--- config.mk ---
export PLATFORM = sky130hd
export DESIGN_NAME = polyline_length_accumulator_unit
export DESIGN_NICKNAME = d
export VERILOG_FILES = /design/src/hdl/plen_pkg.sv /design/src/hdl/plen_sqrt.sv /design/src/hdl/polyline_length_accumulator_unit.sv
export SDC_FILE = /design/constraint.sdc
export NUM_CORES = 1
export LEC_CHECK = 0
export BUFFER_PORTS_ARGS = -buffer_cell sky130_fd_sc_hd__buf_2
export CAP_MARGIN = 30
export CORE_MARGIN = 2
export CORE_UTILIZATION = 41
export DETAILED_ROUTE_END_ITERATION = 10
export PLACE_DENSITY = 0.64
export SLEW_MARGIN = 25
export SYNTH_ARGS = -nofsm -noshare
export SYNTH_HDL_FRONTEND = slang
export SYNTH_SLANG_ARGS = --single-unit
--- constraint.sdc ---
create_clock -name clk_i -period 12.9 [get_ports clk_i]
set_clock_uncertainty 0.05 [all_clocks]
set_input_delay 1.29 -clock clk_i [delete_from_list [all_inputs] [get_ports clk_i]]
set_output_delay 1.29 -clock clk_i [all_outputs]
set_load 0.02 [all_outputs]
--- src/hdl/plen_pkg.sv ---
// plen_pkg: shared types and constants for the polyline length accumulator
// no dependencies; imported by plen_sqrt and polyline_length_accumulator_unit
`default_nettype none

package plen_pkg;

  localparam int unsigned COORD_WIDTH_DEF = 16;
  localparam int unsigned TOTAL_WIDTH_DEF = 32;
  localparam int unsigned OUT_LEN_W       = 32;

  typedef enum logic [4:0] {
    ST_IDLE = 5'b00001,
    ST_SQX  = 5'b00010,
    ST_SQY  = 5'b00100,
    ST_ROOT = 5'b01000,
    ST_FIN  = 5'b10000
  } plen_state_e;

  typedef struct packed {
    logic busy;
    logic done;
  } sqrt_stat_t;

endpackage

`default_nettype wire

--- src/hdl/plen_sqrt.sv ---
// plen_sqrt: bit-serial restoring integer square root, one root bit a cycle
// depends on plen_pkg for the status struct
`default_nettype none

module plen_sqrt #(
  parameter int unsigned ROOT_W = 18
) (
  input  wire logic                    clk_i,
  input  wire logic                    rst_ni,
  input  wire logic                    start_i,
  input  wire logic [2*ROOT_W-1:0]     radicand_i,
  output logic      [ROOT_W-1:0]       root_o,
  output plen_pkg::sqrt_stat_t         stat_o
);
  import plen_pkg::*;

  localparam int unsigned RAD_W = 2 * ROOT_W;
  localparam int unsigned REM_W = ROOT_W + 2;
  localparam int unsigned CNT_W = $clog2(ROOT_W);

  logic [RAD_W-1:0]  rad_q, rad_d;
  logic [REM_W-1:0]  rem_q, rem_d;
  logic [ROOT_W-1:0] root_q, root_d;
  logic [CNT_W-1:0]  cnt_q, cnt_d;
  logic              busy_q, busy_d;
  logic              done_q, done_d;
  logic [REM_W-1:0]  rem_sh;
  logic [REM_W-1:0]  trial;
  logic              fits;

  assign rem_sh = {rem_q[REM_W-3:0], rad_q[RAD_W-1 -: 2]};
  assign trial  = {root_q, 2'b01};
  assign fits   = rem_sh >= trial;

  always_comb begin
    rad_d  = rad_q;
    rem_d  = rem_q;
    root_d = root_q;
    cnt_d  = cnt_q;
    busy_d = busy_q;
    done_d = 1'b0;
    if (start_i) begin
      rad_d  = radicand_i;
      rem_d  = '0;
      root_d = '0;
      cnt_d  = CNT_W'(ROOT_W - 1);
      busy_d = 1'b1;
    end else if (busy_q) begin
      rad_d  = {rad_q[RAD_W-3:0], 2'b00};
      rem_d  = fits ? (rem_sh - trial) : rem_sh;
      root_d = {root_q[ROOT_W-2:0], fits};
      cnt_d  = cnt_q - 1'b1;
      if (cnt_q == '0) begin
        busy_d = 1'b0;
        done_d = 1'b1;
      end
    end
  end

  always_ff @(posedge clk_i or negedge rst_ni) begin
    if (!rst_ni) begin
      busy_q <= 1'b0;
      done_q <= 1'b0;
      cnt_q  <= '0;
    end else begin
      busy_q <= busy_d;
      done_q <= done_d;
      cnt_q  <= cnt_d;
    end
  end

  always_ff @(posedge clk_i) begin
    rad_q  <= rad_d;
    rem_q  <= rem_d;
    root_q <= root_d;
  end

  assign root_o      = root_q;
  assign stat_o.busy = busy_q;
  assign stat_o.done = done_q;

`ifndef SYNTH
  a_no_start_busy: assert property (@(posedge clk_i) disable iff (!rst_ni)
    start_i |-> !busy_q)
    else $error("root unit started while busy");
  a_done_idle: assert property (@(posedge clk_i) disable iff (!rst_ni)
    done_q |-> !busy_q)
    else $error("root unit done while busy");
  a_busy_from_start: assert property (@(posedge clk_i) disable iff (!rst_ni)
    $rose(busy_q) |-> $past(start_i))
    else $error("root unit busy without start");
`endif

endmodule

`default_nettype wire

--- src/hdl/polyline_length_accumulator_unit.sv ---
// polyline_length_accumulator_unit: top level, sequencer, shared squarer and accumulator
// depends on plen_pkg and plen_sqrt
//
// usage: points of a path arrive on the point channel (point_valid_i/point_ready_o)
// as signed Q8.8 x and y with last_point_i on the final point. each transaction
// after the first of a path adds floor(sqrt(dx*dx + dy*dy)) to a saturating total.
// on the last point one result transaction (path_length_o, length_saturated_o)
// is offered on the result channel and the path state is cleared.
// timing: a point is taken only while the sequencer is idle. a first point goes
// straight to the accumulate step; any other point passes through two multiply
// steps on the single shared squarer, the one-bit-per-cycle square root unit
// and the accumulate step. the result sits in an output register, so the next
// path can start while a result waits; a last point only stalls in its
// accumulate step while an earlier result is still held by the receiver.
// reset clears the path state, the sequencer and the result valid flag.
`default_nettype none

module polyline_length_accumulator_unit #(
  parameter int unsigned COORD_WIDTH = plen_pkg::COORD_WIDTH_DEF,
  parameter int unsigned TOTAL_WIDTH = plen_pkg::TOTAL_WIDTH_DEF
) (
  input  wire logic                           clk_i,
  input  wire logic                           rst_ni,
  input  wire logic                           point_valid_i,
  output logic                                point_ready_o,
  input  wire logic signed [COORD_WIDTH-1:0]  point_x_i,
  input  wire logic signed [COORD_WIDTH-1:0]  point_y_i,
  input  wire logic                           last_point_i,
  output logic                                result_valid_o,
  input  wire logic                           result_ready_i,
  output logic [plen_pkg::OUT_LEN_W-1:0]      path_length_o,
  output logic                                length_saturated_o
);
  import plen_pkg::*;

  localparam int unsigned MAG_W  = COORD_WIDTH + 1;
  localparam int unsigned PROD_W = 2 * MAG_W;
  localparam int unsigned SUM_W  = PROD_W + 1;
  localparam int unsigned ROOT_W = COORD_WIDTH + 2;
  localparam int unsigned RAD_W  = 2 * ROOT_W;
  localparam int unsigned ADD_W  = (TOTAL_WIDTH > ROOT_W ? TOTAL_WIDTH : ROOT_W) + 1;
  localparam logic [TOTAL_WIDTH-1:0] TOTAL_MAX = '1;

  plen_state_e st_q, st_d;

  logic [COORD_WIDTH-1:0] prev_x_q, prev_x_d, prev_y_q, prev_y_d;
  logic                   have_prev_q, have_prev_d;
  logic [TOTAL_WIDTH-1:0] total_q, total_d;
  logic                   sat_q, sat_d;
  logic                   last_q, last_d;
  logic [MAG_W-1:0]       ax_q, ax_d, ay_q, ay_d;
  logic [SUM_W-1:0]       sum_q, sum_d;
  logic                   out_valid_q, out_valid_d;
  logic [OUT_LEN_W-1:0]   out_len_q, out_len_d;
  logic                   out_sat_q, out_sat_d;

  logic [COORD_WIDTH:0]   dx, dy;
  logic [MAG_W-1:0]       mul_a;
  logic [PROD_W-1:0]      prod;
  logic [SUM_W-1:0]       sum_next;
  logic                   sq_start;
  logic [ROOT_W-1:0]      root;
  sqrt_stat_t             sq_stat;
  logic [ADD_W-1:0]       add_sum;
  logic                   add_ovf;
  logic [TOTAL_WIDTH-1:0] total_new;
  logic                   sat_new;
  logic                   accept;
  logic                   out_free;

  assign dx = {point_x_i[COORD_WIDTH-1], point_x_i} - {prev_x_q[COORD_WIDTH-1], prev_x_q};
  assign dy = {point_y_i[COORD_WIDTH-1], point_y_i} - {prev_y_q[COORD_WIDTH-1], prev_y_q};

  // one squarer shared by both axes
  assign mul_a    = (st_q == ST_SQX) ? ax_q : ay_q;
  assign prod     = PROD_W'(mul_a) * PROD_W'(mul_a);
  assign sum_next = sum_q + SUM_W'(prod);
  assign sq_start = (st_q == ST_SQY);

  plen_sqrt #(
    .ROOT_W (ROOT_W)
  ) u_sqrt (
    .clk_i      (clk_i),
    .rst_ni     (rst_ni),
    .start_i    (sq_start),
    .radicand_i (RAD_W'(sum_next)),
    .root_o     (root),
    .stat_o     (sq_stat)
  );

  // saturating accumulate, only when a segment was measured
  assign add_sum   = ADD_W'(total_q) + ADD_W'(root);
  assign add_ovf   = add_sum[ADD_W-1:TOTAL_WIDTH] != '0;
  assign total_new = !have_prev_q ? total_q :
                     (add_ovf ? TOTAL_MAX : add_sum[TOTAL_WIDTH-1:0]);
  assign sat_new   = sat_q | (have_prev_q & add_ovf);

  assign accept   = point_valid_i && point_ready_o;
  assign out_free = !out_valid_q || result_ready_i;

  always_comb begin
    st_d        = st_q;
    prev_x_d    = prev_x_q;
    prev_y_d    = prev_y_q;
    have_prev_d = have_prev_q;
    total_d     = total_q;
    sat_d       = sat_q;
    last_d      = last_q;
    ax_d        = ax_q;
    ay_d        = ay_q;
    sum_d       = sum_q;
    out_len_d   = out_len_q;
    out_sat_d   = out_sat_q;
    out_valid_d = out_valid_q && !result_ready_i;
    case (st_q)
      ST_IDLE: begin
        if (accept) begin
          ax_d     = dx[COORD_WIDTH] ? MAG_W'(-dx) : MAG_W'(dx);
          ay_d     = dy[COORD_WIDTH] ? MAG_W'(-dy) : MAG_W'(dy);
          prev_x_d = point_x_i;
          prev_y_d = point_y_i;
          last_d   = last_point_i;
          st_d     = have_prev_q ? ST_SQX : ST_FIN;
        end
      end
      ST_SQX: begin
        sum_d = SUM_W'(prod);
        st_d  = ST_SQY;
      end
      ST_SQY: begin
        st_d = ST_ROOT;
      end
      ST_ROOT: begin
        if (sq_stat.done) begin
          st_d = ST_FIN;
        end
      end
      ST_FIN: begin
        if (!last_q) begin
          total_d     = total_new;
          sat_d       = sat_new;
          have_prev_d = 1'b1;
          st_d        = ST_IDLE;
        end else if (out_free) begin
          out_len_d   = OUT_LEN_W'(total_new);
          out_sat_d   = sat_new;
          out_valid_d = 1'b1;
          total_d     = '0;
          sat_d       = 1'b0;
          have_prev_d = 1'b0;
          prev_x_d    = '0;
          prev_y_d    = '0;
          st_d        = ST_IDLE;
        end
      end
      default: begin
        st_d = ST_IDLE;
      end
    endcase
  end

  always_ff @(posedge clk_i or negedge rst_ni) begin
    if (!rst_ni) begin
      st_q        <= ST_IDLE;
      prev_x_q    <= '0;
      prev_y_q    <= '0;
      have_prev_q <= 1'b0;
      total_q     <= '0;
      sat_q       <= 1'b0;
      out_valid_q <= 1'b0;
    end else begin
      st_q        <= st_d;
      prev_x_q    <= prev_x_d;
      prev_y_q    <= prev_y_d;
      have_prev_q <= have_prev_d;
      total_q     <= total_d;
      sat_q       <= sat_d;
      out_valid_q <= out_valid_d;
    end
  end

  always_ff @(posedge clk_i) begin
    last_q    <= last_d;
    ax_q      <= ax_d;
    ay_q      <= ay_d;
    sum_q     <= sum_d;
    out_len_q <= out_len_d;
    out_sat_q <= out_sat_d;
  end

  assign point_ready_o      = (st_q == ST_IDLE);
  assign result_valid_o     = out_valid_q;
  assign path_length_o      = out_len_q;
  assign length_saturated_o = out_sat_q;

`ifndef SYNTH
  a_done_in_root: assert property (@(posedge clk_i) disable iff (!rst_ni)
    sq_stat.done |-> st_q == ST_ROOT)
    else $error("root result outside root phase");
  a_busy_after_accept: assert property (@(posedge clk_i) disable iff (!rst_ni)
    accept |=> st_q != ST_IDLE)
    else $error("sequencer idle after accepted transaction");
  a_fresh_path_zero: assert property (@(posedge clk_i) disable iff (!rst_ni)
    !have_prev_q |-> (total_q == '0 && !sat_q))
    else $error("total not clear at path start");
  a_sat_max: assert property (@(posedge clk_i) disable iff (!rst_ni)
    (out_valid_q && out_sat_q) |-> out_len_q == OUT_LEN_W'(TOTAL_MAX))
    else $error("saturated result not at maximum");
`endif

endmodule

`default_nettype wire
==> qor.txt <==
Max-cap violation count - 0
Hold Buf Count CTS - 0
Minimum clock period - 10.90 ns
Vias post-DR - 17800
Post-CTS setup repair buffer count - 0
Longest individual stage delay on the worst path - 0.59 ns
Final ANT Viol Nets - 0
Relative max-transition margin - 0.325
Remaining routing DRC violations - 0
Global-route wire length before repair - 90100 µm
HPWL after detailed placement - 41700 µm
Initial detailed-routing violation count - 1045
Initial antenna violation count - 1
Initial cell density of the core - 0.414
Status - completed
Warnings from Yosys - 0
Area of the core - 56300 µm²
Die Height - 242 µm
Number of buffers added on ports - 71
Sequential-to-total area share from yosys stat - 0.292
Synth Net Count - 2992
Number of failing hold endpoints at the final stage - 0
Max Clock Freq - 91.7 MHz
Setup Total Neg Slack - 0 ns
Final layout net count - 3048
Critical path peak fanout - 36
TritonCTS buffer count - 34
Clk_lat worst skew - 0.56 ns
Number of synthesized register bits - 252
Clk sink count - 252
Final wirelength - 54000 µm
Width of the chip - 242 µm
Slew at the pin closest to its max-slew limit - 0.984 ns
Post-route clock period utilization - 0.845
Cell with the largest stage delay on the worst path - a2111oi_0
Maximum level of the CTS H-tree - 2
Final number of setup-violating endpoints - 0
Number of distinct library cells after synthesis - 78
Synthesized area per cell - 9.15 µm²
CP endpoint kind - flip-flop
Post-detailed-route via-to-cell ratio - 5.25
Worst hold path class - flip-flop to flip-flop
Path type of the worst setup path - flip-flop to flip-flop
Count of flip-flops with a built-in enable after synthesis - 136
Startpoint class of the critical path - flip-flop
Async set-reset flop share out of synthesis - 0.313
Maximum number of pins on one net before global-route repair - 86
Number of search-and-repair iterations in the first detailed-routing pass - 7
I/O pin count - 72
Detail-routed net length per standard cell - 16.0 µm
Clock tree from TritonCTS - done
Die area - 58800 µm²
PostCTS Resize Cnt - 0
Synthesis-to-finish area growth - 10.5%
Pins Over Slew Limit - 0
Data arrival at the endpoint of the critical path - 11.13 ns
Gr usage total - 0.184
Vias in the first global route - 18000
Root cell of the clock tree - clkbuf_16
Netlist Area Pre-Place - 23300 µm²
Primary FF master, synth - edfxtp_1
Worst-case clock buffer depth - 3
RSZ-0062 raised after global routing - no
Final weighted congestion in routability-driven placement - 0.901
Layout cells sized above 1 - 0.0737
Grt ovf - 0
Clock slew seen by the registers of the worst setup and hold paths - 0.06 ns
Synthesized netlist cell count - 2549
CP Data Required Time - 13.13 ns
Core Rows - 87
-- flip-flops by register name, summed over array words and instances (netlist names) --
name and flops:
ax_q 17, u_sqrt.done_q 1, path_length_o 32, last_q 1, prev_x_q 16, u_sqrt.root_o 18, result_valid_o 1, total_q 32
have_prev_q 1, sat_q 1, u_sqrt.busy_q 1, length_saturated_o 1, u_sqrt.cnt_q 5, u_sqrt.rad_q 36, prev_y_q 16, ay_q 17
sum_q 33, u_sqrt.rem_q 18, st_q 5
-- cell type report --
type                    instances  area, µm²
well taps                     756        946
inverters                     376       1410
diodes                          1       2.50
repair buffers                 94        558
fillers                      5380      30500
clock inverters                21        249
clock buffers                  41        938
multi-input cells            1847      14900
flip-flops and latches        252       6800
-- worst max-delay path: cells and delay by family (launching register included) --
| kind | cells | cell delay, ns |
|---|---|---|
| compound gates | 15 | 3.48 |
| simple gates | 6 | 1.34 |
| fa+ha+maj | 8 | 3.63 |
| buf+inv | 8 | 1.28 |
| flops | 1 | 0.44 |
| xor+xnor | 2 | 0.38 |
-- per-stage QoR --
stage / hold slack, ns / cell area [µm²] / std cells / util / setup WS, ns
after floorplan: 0.400 / 23300 / 2549 / - / 2.79
after global placement: 0.413 / 24500 / 3319 / 0.435 / 2.33
after detailed placement: 0.420 / 24500 / 3323 / 0.436 / 2.07
after CTS: 0.432 / 25700 / 3385 / 0.457 / 2.07
after global routing: 0.455 / 25800 / 3388 / 0.458 / 1.40
final: 0.426 / 25800 / 3388 / 0.458 / 2.00
-- per-layer routing --
layer  global-route usage  wire length (µm)  up-vias
met5                    0                 0        -
met4               0.0516              1190        0
met3               0.0255              2040       88
met2                0.308             25700      388
met1                0.248             25100     8638
li1                     -                 -     8669
-- kinds of logic after synthesis --
family | synth area share
and+or+nand+nor | 0.135
AOI/OAI and AO/OA | 0.149
buffers and inverters | 0.0725
xor gates and xnor gates | 0.0563
muxes | 0.0152
DFF | 0.292
adders and majority gates | 0.281
-- final timing paths --
check | from | end | slack [ns] | cells after the start
worst max-delay path | st_q[4]$_DFFE_PN0P_ | u_sqrt.rad_q[33]$_DFFE_PP_ | 2.00 | 39
worst min-delay path | prev_x_q[3]$_DFFE_PN0P_ | prev_x_q[3]$_DFFE_PN0P_ | 0.43 | 2
worst max register to register | st_q[4]$_DFFE_PN0P_ | u_sqrt.rad_q[33]$_DFFE_PP_ | 2.00 | 39
worst min register to register | prev_x_q[3]$_DFFE_PN0P_ | prev_x_q[3]$_DFFE_PN0P_ | 0.43 | 2
max in group asynchronous | rst_ni | u_sqrt.busy_q$_DFF_PN0_ | 11.11 | 2
min in group asynchronous | rst_ni | total_q[29]$_DFFE_PN0P_ | 0.60 | 1
-- cells in the final DEF (no fill, tap or decap), drive strengths merged, types with 6 or more instances in the layout --
master and n:
a211o 6, a211oi 19, a21o 47, a21oi 151, a221oi 6, a22o 14, a31o 6, a31oi 24
a41oi 6, and2 16, and3 20, buf 93, clkbuf 42, clkinv 16, dfrtp 78, dfxtp 37
edfxtp 136, fa 195, ha 211, inv 375, mux2i 32, nand2 297, nand2b 25, nand3 33
nand4 12, nor2 219, nor2b 15, nor3 40, nor3b 6, nor4 6, o211ai 8, o21a 39
o21ai 144, o21bai 13, o22ai 10, o31ai 12, or2 6, or3 10, xnor2 94, xor2 56
-- cell usage after synthesis (6+ instances only) --
library cell | n | area share
inv_1 | 369 | 0.059
nand2_1 | 297 | 0.048
nor2_1 | 219 | 0.035
ha_1 | 211 | 0.11
fa_1 | 195 | 0.17
a21oi_1 | 149 | 0.032
o21ai_0 | 137 | 0.029
edfxtp_1 | 136 | 0.18
xnor2_1 | 94 | 0.035
dfrtp_1 | 78 | 0.084
clkbuf_1 | 66 | 0.011
xor2_1 | 56 | 0.021
a21o_1 | 47 | 0.015
o21a_1 | 39 | 0.013
nor3_1 | 38 | 0.0082
dfxtp_1 | 37 | 0.032
nand3_1 | 33 | 0.0071
mux2i_1 | 32 | 0.014
nand2b_1 | 25 | 0.0067
a31oi_1 | 24 | 0.0064
and3_1 | 20 | 0.0054
a211oi_1 | 19 | 0.0061
and2_1 | 16 | 0.0043
nor2b_1 | 15 | 0.0040
a22o_1 | 14 | 0.0053
o21bai_1 | 13 | 0.0042
nand4_1 | 12 | 0.0032
o31ai_1 | 12 | 0.0039
o22ai_1 | 10 | 0.0027
o211ai_1 | 8 | 0.0026
or3_1 | 8 | 0.0021
buf_1 | 7 | 0.0011
a211o_1 | 6 | 0.0023
a31o_2 | 6 | 0.0023
nor3b_1 | 6 | 0.0019
nor4_1 | 6 | 0.0016
Power is left out: the tool's default activity adds up to more than one toggle a clock period on the data nets, which glitch-free logic cannot reach.
